--- config.mk ---
export PLATFORM = sky130hd
export DESIGN_NAME = box_moving_average_smoother
export DESIGN_NICKNAME = d
export VERILOG_FILES = /design/src/rtl/bmas_pkg.sv /design/src/rtl/box_moving_average_smoother.sv
export SDC_FILE = /design/constraint.sdc
export NUM_CORES = 1
export LEC_CHECK = 0
export BUFFER_PORTS_ARGS = -buffer_cell sky130_fd_sc_hd__buf_4
export CORE_MARGIN = 10
export CORE_UTILIZATION = 50
export CTS_CLUSTER_SIZE = 28
export DETAILED_ROUTE_END_ITERATION = 12
export PLACE_DENSITY = 0.75
export SYNTH_ARGS = -nofsm -noshare
export SYNTH_HDL_FRONTEND = slang
export SYNTH_SLANG_ARGS = --single-unit
--- constraint.sdc ---
create_clock -name clk -period 11.85 [get_ports clk]
set_input_delay 0.5925 -clock clk [delete_from_list [all_inputs] [get_ports clk]]
set_output_delay 0.5925 -clock clk [all_outputs]
set_load 0.02 [all_outputs]
--- src/rtl/bmas_pkg.sv ---
`timescale 1ns / 1ps

package bmas_pkg;

  // Window lengths and coordinate width.
  localparam int POS_WINDOW  = 8;
  localparam int SIZE_WINDOW = 16;
  localparam int COORD_BITS  = 12;

  // The frame count stops at the longer window.
  localparam int FULL_COUNT = (POS_WINDOW > SIZE_WINDOW) ? POS_WINDOW : SIZE_WINDOW;
  localparam int FRAME_W    = $clog2(FULL_COUNT + 1);

  // Ring index widths (at least one bit, also for a window of one).
  localparam int POS_IDX_W  = (POS_WINDOW > 1) ? $clog2(POS_WINDOW) : 1;
  localparam int SIZE_IDX_W = (SIZE_WINDOW > 1) ? $clog2(SIZE_WINDOW) : 1;

  // Running sums hold a full window of coordinates.
  localparam int POS_SUM_W  = COORD_BITS + $clog2(POS_WINDOW);
  localparam int SIZE_SUM_W = COORD_BITS + $clog2(SIZE_WINDOW);

  typedef logic [COORD_BITS-1:0] coord_t;

  typedef struct packed {
    coord_t box_x;
    coord_t box_y;
    coord_t box_width;
    coord_t box_height;
    logic   detected;
  } box_in_t;

  typedef struct packed {
    coord_t smooth_x;
    coord_t smooth_y;
    coord_t smooth_width;
    coord_t smooth_height;
    logic   tracking;
  } box_out_t;

endpackage

--- src/rtl/box_moving_average_smoother.sv ---
`timescale 1ns / 1ps

// Box moving-average smoother. Each input transfer carries one detected bounding box and a
// detected flag, and produces exactly one result, which is offered on the output from the
// next cycle on and held there until the output side takes it. A new box can be
// taken in every cycle: the whole update is a ring read, one subtract and one add per running
// sum, and a constant divide, all between the state registers and the output register. The
// output register lets the next box enter in the cycle in which the previous result is taken; the
// input side stalls only while a result is held and the output side stalls. Until the first
// detection, boxes pass straight through with tracking low and nothing is recorded. After it,
// every box (detected or not) enters the position ring of POS_WINDOW entries and the size ring
// of SIZE_WINDOW entries. While the position ring is warming up the box passes through; once
// POS_WINDOW earlier boxes are recorded, x and y become truncated means; once SIZE_WINDOW
// earlier boxes are recorded, width and height do too. Only reset clears the history.
module box_moving_average_smoother (
  input  logic              clk,
  input  logic              rst,
  input  logic              box_valid,
  output logic              box_stall,
  input  bmas_pkg::box_in_t box,
  output logic              smooth_valid,
  input  logic              smooth_stall,
  output bmas_pkg::box_out_t smooth
);
  import bmas_pkg::*;

  // Tracking state.
  logic                  seen_flag;
  logic [FRAME_W-1:0]    frame_count;
  logic [POS_IDX_W-1:0]  pos_ptr;
  logic [SIZE_IDX_W-1:0] size_ptr;

  // Ring histories; an entry is read only after the ring has wrapped once.
  coord_t pos_x_history  [POS_WINDOW];
  coord_t pos_y_history  [POS_WINDOW];
  coord_t size_w_history [SIZE_WINDOW];
  coord_t size_h_history [SIZE_WINDOW];

  // Running sums of the rings.
  logic [POS_SUM_W-1:0]  pos_x_sum;
  logic [POS_SUM_W-1:0]  pos_y_sum;
  logic [SIZE_SUM_W-1:0] size_w_sum;
  logic [SIZE_SUM_W-1:0] size_h_sum;

  logic [POS_SUM_W-1:0]  pos_x_sum_next;
  logic [POS_SUM_W-1:0]  pos_y_sum_next;
  logic [SIZE_SUM_W-1:0] size_w_sum_next;
  logic [SIZE_SUM_W-1:0] size_h_sum_next;

  logic                  accept;
  logic                  record;
  logic                  pos_full;
  logic                  size_full;
  coord_t                pos_x_drop;
  coord_t                pos_y_drop;
  coord_t                size_w_drop;
  coord_t                size_h_drop;
  box_out_t              result;

  // A transfer on the output side frees the result register in the same cycle.
  assign box_stall = smooth_valid && smooth_stall;
  assign accept    = box_valid && !box_stall;

  // Once a detection has been seen, every box is recorded.
  assign record    = seen_flag || box.detected;
  assign pos_full  = frame_count >= FRAME_W'(POS_WINDOW);
  assign size_full = frame_count >= FRAME_W'(SIZE_WINDOW);

  // The oldest entry leaves the sum only once its ring is full.
  assign pos_x_drop  = pos_full  ? pos_x_history[pos_ptr]   : '0;
  assign pos_y_drop  = pos_full  ? pos_y_history[pos_ptr]   : '0;
  assign size_w_drop = size_full ? size_w_history[size_ptr] : '0;
  assign size_h_drop = size_full ? size_h_history[size_ptr] : '0;

  assign pos_x_sum_next  = pos_x_sum  - POS_SUM_W'(pos_x_drop)   + POS_SUM_W'(box.box_x);
  assign pos_y_sum_next  = pos_y_sum  - POS_SUM_W'(pos_y_drop)   + POS_SUM_W'(box.box_y);
  assign size_w_sum_next = size_w_sum - SIZE_SUM_W'(size_w_drop) + SIZE_SUM_W'(box.box_width);
  assign size_h_sum_next = size_h_sum - SIZE_SUM_W'(size_h_drop) + SIZE_SUM_W'(box.box_height);

  always_comb begin
    result.smooth_x      = box.box_x;
    result.smooth_y      = box.box_y;
    result.smooth_width  = box.box_width;
    result.smooth_height = box.box_height;
    result.tracking      = record;
    if (record && pos_full) begin
      result.smooth_x = COORD_BITS'(pos_x_sum_next / POS_WINDOW);
      result.smooth_y = COORD_BITS'(pos_y_sum_next / POS_WINDOW);
      if (size_full) begin
        result.smooth_width  = COORD_BITS'(size_w_sum_next / SIZE_WINDOW);
        result.smooth_height = COORD_BITS'(size_h_sum_next / SIZE_WINDOW);
      end
    end
  end

  // Control state.
  always_ff @(posedge clk) begin
    if (rst) begin
      seen_flag    <= 1'b0;
      frame_count  <= '0;
      pos_ptr      <= '0;
      size_ptr     <= '0;
      pos_x_sum    <= '0;
      pos_y_sum    <= '0;
      size_w_sum   <= '0;
      size_h_sum   <= '0;
      smooth_valid <= 1'b0;
    end else begin
      if (accept) begin
        smooth_valid <= 1'b1;
      end else if (!smooth_stall) begin
        smooth_valid <= 1'b0;
      end
      if (accept && record) begin
        seen_flag  <= 1'b1;
        pos_x_sum  <= pos_x_sum_next;
        pos_y_sum  <= pos_y_sum_next;
        size_w_sum <= size_w_sum_next;
        size_h_sum <= size_h_sum_next;
        pos_ptr    <= (pos_ptr == POS_IDX_W'(POS_WINDOW - 1)) ? '0 : pos_ptr + 1'b1;
        size_ptr   <= (size_ptr == SIZE_IDX_W'(SIZE_WINDOW - 1)) ? '0 : size_ptr + 1'b1;
        if (frame_count < FRAME_W'(FULL_COUNT)) begin
          frame_count <= frame_count + 1'b1;
        end
      end
    end
  end

  // History and result payload.
  always_ff @(posedge clk) begin
    if (accept) begin
      smooth <= result;
      if (record) begin
        pos_x_history[pos_ptr]   <= box.box_x;
        pos_y_history[pos_ptr]   <= box.box_y;
        size_w_history[size_ptr] <= box.box_width;
        size_h_history[size_ptr] <= box.box_height;
      end
    end
  end

  // Nothing is recorded before the first detection.
  assert property (@(posedge clk) disable iff (rst)
    !seen_flag |-> (frame_count == '0 && pos_x_sum == '0 && size_w_sum == '0))
    else $error("history recorded before the first detection");

  // The frame count saturates at the longer window.
  assert property (@(posedge clk) disable iff (rst)
    frame_count <= FRAME_W'(FULL_COUNT))
    else $error("frame count beyond the full window");

  // During position warm-up the ring pointer follows the frame count.
  assert property (@(posedge clk) disable iff (rst)
    !pos_full |-> (FRAME_W'(pos_ptr) == frame_count))
    else $error("position ring pointer out of step with frame count");

  // A tracking result always leaves the tracker armed.
  assert property (@(posedge clk) disable iff (rst)
    (smooth_valid && smooth.tracking) |-> seen_flag)
    else $error("tracking result without a recorded detection");

endmodule
; Word-level counts from Yosys, hierarchy flattened
; Memories as Yosys holds them, arrays and structs flattened. A register that Yosys moved wholly into a read port is not among the register bits.
; Cells that the tools add are included.
[totals]
output_inout_bits = 51
ramBits = 576
elab_cells = 63
ff_bits = 125
mem_count = 4
inputBits = 53
[mem_list]
columns = memory, depth, word_bits, rd, rd_clocked_by_memory_dff, wr, line_no
row1 = size_h_history, 16, 12, 1, 1, 1, box_moving_average_smoother.sv:37  ; coord_t size_h_history [SIZE_WINDOW];
row2 = size_w_history, 16, 12, 1, 1, 1, box_moving_average_smoother.sv:36  ; coord_t size_w_history [SIZE_WINDOW];
row3 = pos_x_history, 8, 12, 1, 1, 1, box_moving_average_smoother.sv:34  ; coord_t pos_x_history [POS_WINDOW];
row4 = pos_y_history, 8, 12, 1, 1, 1, box_moving_average_smoother.sv:35  ; coord_t pos_y_history [POS_WINDOW];
[op_classes]
order_cmp = 3
eq_ne = 3
muxes = 21
reduce_logical = 7
addsub = 11
[ops]
columns = cell, n
row1 = $mux 12, 4
row2 = $mux 48, 1
row3 = $add 16x12->16, 2
row4 = $sub 16x12->16, 2
row5 = $add 15x12->15, 2
row6 = $sub 15x12->15, 2
row7 = $mux 24, 1
row8 = $mux 4, 5
row9 = $mux 3, 5
row10 = $add 5x1->5 const B, 1
row11 = $ge 5x4->1 const B, 1
row12 = $ge 5x5->1 const B, 1
row13 = $lt 5x5->1 const B, 1
row14 = $mux 1, 5
row15 = $add 4x1->4 const B, 1
row16 = $eq 4x4->1 const B, 1
row17 = $logic_and 1x1->1, 4
row18 = $add 3x1->3 const B, 1
row19 = $eq 3x3->1 const B, 1
row20 = $ne 2x1->1 const B, 1
row21 = $reduce_and 2->1, 1
row22 = $logic_not 1->1, 1
row23 = $logic_or 1x1->1, 1

; Longest topological paths before layout
; Gate-level depths: netlist (run 1).
[depth]
depth_word = 6
ltp_mapped = 17
ltp_nobuf = 14

; Worst setup path after synthesis (run 1)
; Ideal clock, no wire load.
[synth_timing]
path_type = input -> register
start = input port box_valid
end = memory pos_x_history[4][0] (netlist bit) (enable)
stages = 5
required_ps = 11375
slack_ps = 3281
arrival_time_ps = 8095
setup_ps = 475
path_buffers = 2
cell_sequence = a21boi_0 -> nand2_1 -> clkbuf_1 -> buf_1 -> nor4b_1
[synth_via]
elab_chain_cells = 3
[synth_rtl]
columns = element, line_no
row1 = from (decl), box_moving_average_smoother.sv:18  ; input logic box_valid,
row2 = $logic_and 1x1->1, box_moving_average_smoother.sv:62  ; assign accept = box_valid && !box_stall;
row3 = $mux 1, box_moving_average_smoother.sv:131  ; if (accept) begin
row4 = $mux 1 (implied by the code), box_moving_average_smoother.sv:134  ; pos_x_history[pos_ptr] <= box.box_x;
row5 = to (decl), box_moving_average_smoother.sv:34
; Every way passes these cells.

==> out/metrics.cfg, run 1 <==
[status]
status = complete, no violations

[grt]
antenna_found_initial = 3
grt_pass1_vias = 18700
grt_pass1_wl_mm = 115
grt_usage_pct = 20.3
grt_max_degree = 72
grt_overflow = 0

[placed_design]
placed_area_sq_mm = 0.0335
hpwl_mm = 43.6
port_buffers = 103
place.gp.congestion = 0.861

[logic_synthesis]
synth_nets = 2210
ys_seq_area_share_pct = 64.5
ys_types = 70
synth_warnings = 0
synth_compound_area_share_pct = 5.84
yosysTopAreaCell = edfxtp_1
syn_area_sq_mm = 0.0317
syn_inst = 2039
synth_mux_area_share_pct = 13.0
synthXorXnorAreaFrac_pct = 1.33
synthSimpleGateAreaFrac_pct = 5.62
yosys.area_share.adder_pct = 5.80
synth_top_area_share_pct = 59.2
synthArstFlopShare_pct = 0
ys_ff_latch = 708
synth_top_family_by_area = multiplexers
syn_area_per_cell_sq_um = 15.5
synth_area_leaders = edfxtp_1 (59%), mux4_2 (12%), dfxtp_1 (5.2%)
synth-edff-count = 625
ys.flop_type = edfxtp_1

[power_and_ir_drop]
p_leak_nw = 12.5
power_density_mw_per_mm2 = 170
internal_power_mw = 4.57
ir_drop_mv = 0.100
p_clk_share_pct = 38.3
p_sw_mw = 1.54
power_frac_comb_pct = 15.4
p_sw_share_pct = 25.2
p_seq_share_pct = 46.3

[timing]
finalSetupViolations = 0
fin_skew_ns = 0.0145
tightest_slew_ns = 1.02
fin_crit_ns = 6.04
fmax_mhz = 165
whs_ns = 0.202
slew_viol_final = 0
finalCritPeriodShare_pct = 51.0
rsz0062_at_grt = false
hold_violations = 0
timing.setup.tns_ns = 0
slew_headroom_pct = 31.8

[cts]
post-cts-setup-buffer-count = 0
clkTransAtPathRegs_ns = 0.06
cts_tree = built
root_buffer = clkbuf_16
cts_htree_levels = 3
numCtsBuffers = 75
post_cts_resized = 0
hold_buffers = 0
cts_sinks = 708
clockBufferDepth = 3
clk_latency_ns = 0.61

[final_layout]
nets = 2336
antennaDiodeCount = 0
n_fill_cell = 4729
area_growth_pct = 13.4
drive_gt1_share_pct = 20.1
design_area_sq_mm = 0.0359

[min_path]
hp-class = in -> reg
hold_start = box_valid
whs_path_depth = 2
whs_endpoint = smooth_valid

[worst_setup_path]
path_max_fanout = 52
critical_path_class = reg -> reg
arrival_ns = 6.38
cp-start-kind = flop
rr_worst_depth = 13
crit_required_ns = 12.19
regToRegEndpoint = smooth[11]
r2r_slack_ns = 5.81
end_kind = flop

[routing]
dr.first_iter.drc_count = 1885
num_vias = 18000
drc = 0
first_pass_iters = 6
routed_via_density = 5.88
wl_per_cell_um = 24.4
ant_nets = 0
wirelength_mm = 74.9

[floorplan]
die_y_um = 272
placementRows = 92
core_region_area_sq_mm = 0.0629
ios = 104
die_area_sq_mm = 0.0738
die_x_um = 272
start_util_pct = 50.4

[job]
maxCapViolCount = 0

worst max-delay path, stage by stage (launching register included):
cell and delay, ns:
dfxtp_4 1.02, buf_4 0.92, mux4_2 0.60, mux4_2 0.49, and2_1 0.20, fa_1 0.51
inv_1 0.05, ha_1 0.43, nand3_1 0.17, a211oi_1 0.41, o211ai_1 0.18, a21oi_1 0.36
mux2i_1 0.24, o311ai_0 0.14
state kept, by name (all words and copies together), names as in the netlist, named ones only:
| name | flops |
|---|---|
| pos_x_sum | 15 |
| size_h_history | 192 |
| smooth | 49 |
| size_ptr | 4 |
| size_w_history | 192 |
| pos_ptr | 3 |
| size_w_sum | 16 |
| smooth_valid | 1 |
| pos_y_history | 96 |
| seen_flag | 1 |
| pos_x_history | 96 |
| frame_count | 5 |
| size_h_sum | 16 |
| pos_y_sum | 15 |
power by group through the flow:
stage / registers, mW / clock network, mW / logic (mW)
CTS: 2.83 / 2.38 / 0.934
global route: 2.83 / 2.48 / 1.04
global placement: 2.87 / 0 / 0.895
finish: 2.83 / 2.34 / 0.941
floorplan: 2.87 / 0 / 0.693
detailed placement: 2.88 / 0 / 0.924
layout by cell type, fill, tap and decap left out, drive strengths merged, types with 31 or more instances in the layout:
cell    Yosys  routed
mux2i      31      31
and2       42      42
a21oi      68      68
dfxtp      83      83
buf        39     140
nor2       99      99
o21ai      80      80
mux4      168     168
ha         70      70
fa         48      48
clkbuf     52     104
edfxtp    625     625
inv       219     220
nand2     118     118
routing by layer:
metal  up-vias  routed length (um)  global-route usage, %
met5         -                  32                      0
met4         6                2550                   7.09
met3       174                5800                   4.75
met2       750               37100                   33.7
met1      9166               29500                   25.9
li1       7950                   -                      -
synthesized netlist by cell type (4+ instances only):
cell type and count:
o21a_1 15, fa_1 48, buf_1 16, nand3_1 17, o21bai_1 7, a31oi_1 7, o2111ai_1 4, nor3_1 29
nand4_1 6, nor2_1 99, a211o_1 4, nand2_1 118, and2_1 42, o211ai_1 12, mux4_2 168, and3_1 10
buf_2 16, mux2i_1 31, and4_1 5, o31ai_1 8, o21ai_0 76, o311ai_0 7, xnor2_1 21, clkbuf_1 52
a21o_1 18, ha_1 70, a21oi_1 68, a41oi_1 4, nor2b_1 8, a21boi_0 4, dfxtp_1 83, inv_1 219
edfxtp_1 625, buf_6 7, or4_1 8, xor2_1 22, a211oi_1 16, nand2b_1 11
cell families after synthesis:
group	Yosys count
AO/OA/AOI/OAI	283
XOR/XNOR	45
adder cells (fa/ha/maj)	118
buffers and inverters	310
flip-flops	708
multiplexers	202
AND/OR/NAND/NOR	373
area by class of cell:
type	count	area, sq um	area share [%]
tap	846	1060	2.95
inverter	219	822	2.29
clock inverter	33	377	1.05
sequential	708	20400	56.9
multi-input combinational	1021	10100	28.1
timing repair buffer	140	1050	2.92
clock buffer	104	2090	5.82
worst max-delay path by stage:
| stage | end | slack (ns) | depth (start not counted) |
|---|---|---|---|
| after detailed placement | smooth[12] | 5.84 | 13 |
| after global placement | smooth[12] | 5.88 | 13 |
| after floorplan | pos_x_history[4][0] | 3.28 | 5 |
| after global routing | smooth[12] | 5.31 | 13 |
| final | smooth[11] | 5.81 | 13 |
| after CTS | smooth[12] | 5.83 | 13 |
stage by stage:
step                cells  worst slack (ns)  utilization [%]  total power [mW]
floorplan            2039              3.28                -              3.56
global placement     2934              5.88             53.3              3.77
detailed placement   2934              5.84             53.3              3.80
CTS                  3071              5.83             57.2              6.14
global route         3071              5.31             57.2              6.35
finish               3071              5.81             57.2              6.10
No activity file was read; power rests on OpenSTA's default activity.
==> inputs of run 2 (changes only) <==
- clock period: 11.85 -> 6 ns (I/O delays scaled with it)
==> run 2 against run 1 <==
Against the previous run: fmax rose by 21%; global-route usage decreased by 0.15 points; final cell count rose by 1.7%; die area stayed put; via count increased by 1.1%; non-clock buffer count up 51; cell area grew 1.5%; setup slack worse by 4.8 ns; total power rose by 99%; largest power group unchanged.
==> out/metrics.cfg, run 2 (synthesis results as in run 1) <==
[routing]
wl_per_cell_um = 23.8  ; -2.5%
num_vias = 18200  ; +1.1%
routed_via_density = 5.84  ; -0.59%
drc = 0  ; unchanged
first_pass_iters = 7  ; +1
ant_nets = 0  ; unchanged
wirelength_mm = 74.3  ; -0.84%
dr.first_iter.drc_count = 1909  ; +1.3%

[cts]
clk_latency_ns = 0.63  ; +0.02 ns
post_cts_resized = 0  ; unchanged
cts_htree_levels = 3  ; unchanged
cts_sinks = 708  ; unchanged
root_buffer = clkbuf_16
numCtsBuffers = 74  ; -1.3%
clockBufferDepth = 3  ; unchanged
clkTransAtPathRegs_ns = 0.06  ; about the same
cts_tree = built

[min_path]
whs_path_depth = 1  ; -1
hp-class = in -> reg

[floorplan]
placementRows = 92  ; unchanged
die_x_um = 272  ; unchanged
die_area_sq_mm = 0.0738  ; unchanged
ios = 104  ; unchanged
die_y_um = 272  ; unchanged
start_util_pct = 50.4  ; unchanged
core_region_area_sq_mm = 0.0629  ; unchanged

[grt]
grt_usage_pct = 20.2  ; -0.15 points
antenna_found_initial = 1  ; -2
grt_pass1_wl_mm = 114  ; -0.40%
grt_pass1_vias = 19000  ; +1.9%
grt_overflow = 0  ; unchanged
grt_max_degree = 71  ; -1.4%

[timing]
finalCritPeriodShare_pct = 83.4  ; +32 points
hold_violations = 0  ; unchanged
slew_headroom_pct = 32.5  ; +0.71 points
fin_skew_ns = 0.0272  ; +0.0127 ns
fmax_mhz = 200  ; +21%
timing.setup.tns_ns = 0  ; unchanged
finalSetupViolations = 0  ; unchanged
tightest_slew_ns = 1.01  ; -0.0120 ns
rsz0062_at_grt = false
slew_viol_final = 0  ; unchanged
fin_crit_ns = 5.00  ; -1.04 ns

[power_and_ir_drop]
p_sw_share_pct = 25.1  ; -0.043 points
power_frac_comb_pct = 15.5  ; about the same
p_clk_share_pct = 38.4  ; about the same
p_seq_share_pct = 46.1  ; -0.2 points
internal_power_mw = 9.07  ; +99%
power_density_mw_per_mm2 = 332  ; +96%
p_leak_nw = 12.8  ; +2.0%
p_sw_mw = 3.05  ; +98%
ir_drop_mv = 0.233  ; +130%

[final_layout]
n_fill_cell = 4710  ; -0.40%
final_common_cell = edfxtp_1
multi_input_area_sq_mm = 0.0101  ; about the same
seq_area_sq_mm = 0.0204  ; about the same
nets = 2386  ; +2.1%
area_growth_pct = 15.1
drive_gt1_share_pct = 20.5  ; +0.42 points
layoutNonFillerInstCount = 3124  ; +1.7%
final_cell_mix = edfxtp_1 (625), inv_1 (219), mux4_2 (168)
largestRegisters = size_h_history (192), size_w_history (192)

[worst_setup_path]
arrival_ns = 5.33  ; -1.05 ns
crit_chain = buf_12 -> mux4_2 -> mux4_2 -> and2_1 -> fa_1 -> inv_1 -> ha_1 -> o21ai_0 -> a211oi_1 -> o211ai_1 -> a21oi_1 -> mux2i_1 -> o311ai_0
path_common_cell = mux4_2
critical_path_class = reg -> reg
rr_worst_depth = 13  ; unchanged
cp.buffers_inverters = 2  ; unchanged
cp_top_family = multiplexers
end_kind = flop
worst_path_largest_cell_delay_ns = 0.90  ; -0.12 ns
path_max_fanout = 39  ; -25%
crit_required_ns = 6.33  ; -5.86 ns
cp_slowest_cell = dfxtp_4
cp-start-kind = flop
cp_num_cells = 13  ; unchanged

[placed_design]
port_buffers = 103  ; unchanged
hpwl_mm = 44.4  ; +1.9%
dp.cells = 2948  ; +0.48%
place.gp.congestion = 0.865  ; +0.53%

[status]
status = complete, no violations

[job]
maxCapViolCount = 0  ; unchanged

## run 2: power groups by stage
stage / Clock (mW) / Sequential, mW / Combinational, mW
global route: 4.92 / 5.60 / 2.08
finish: 4.65 / 5.59 / 1.88
global placement: 0 / 5.68 / 1.78
detailed placement: 0 / 5.69 / 1.83
CTS: 4.73 / 5.59 / 1.87
floorplan: 0 / 5.67 / 1.37
## run 2: repair_timing
action | CTS | global route
hold endpoints to repair | 360 | 0
setup buffers | 0 | 0
hold buffers | 37 | 0
## run 2: metrics by stage
step	hold WS, ns	utilization, %	instance area (sq um)	worst slack, ns	total power, mW
6_report	0.0371	58.0	36500	0.997	12.1
5_1_grt	0.0112	58.0	36500	0.707	12.6
3_3_place_gp	0.441	53.5	33600	1.12	7.47
2_1_floorplan	0.399	-	31700	0.456	7.03
4_1_cts	0.00525	58.0	36500	0.947	12.2
3_5_place_dp	0.447	53.5	33600	0.975	7.53
## run 2: worst register-to-register path, stage by stage (launching register included)
cell,delay (ns)
dfxtp_4,0.90
buf_12,0.32
mux4_2,0.56
mux4_2,0.46
and2_1,0.18
fa_1,0.48
inv_1,0.04
ha_1,0.36
o21ai_0,0.16
a211oi_1,0.43
o211ai_1,0.17
a21oi_1,0.30
mux2i_1,0.22
o311ai_0,0.15
## run 2: worst paths after layout
check | end | startpoint | slack, ns
max reg2reg | smooth[11] | flop | 1.0
min reg2reg | pos_x_sum[10] | pos_x_sum[10] | 0.46
max | smooth[11] | flop | 1.0
min | size_w_history[2][5] | box[18] | 0.04
## run 2: per-layer routing
metal	vias to the layer above	part of all wire, %	track usage (%)
li1	8042	-	-
met1	9328	39	25.7
met2	745	51	34.8
met3	134	7.2	3.61
met4	0	2.4	6.01
met5	-	0	0
## run 2: area by class of cell
class | instances | area share, %
Antenna cell | 1 | 0.00686
Tap cell | 846 | 2.90
Multi-Input combinational cell | 1021 | 27.7
Timing Repair Buffer | 191 | 4.25
Inverter | 219 | 2.25
Clock inverter | 31 | 1.11
Sequential cell | 708 | 56.1
Clock buffer | 107 | 5.73
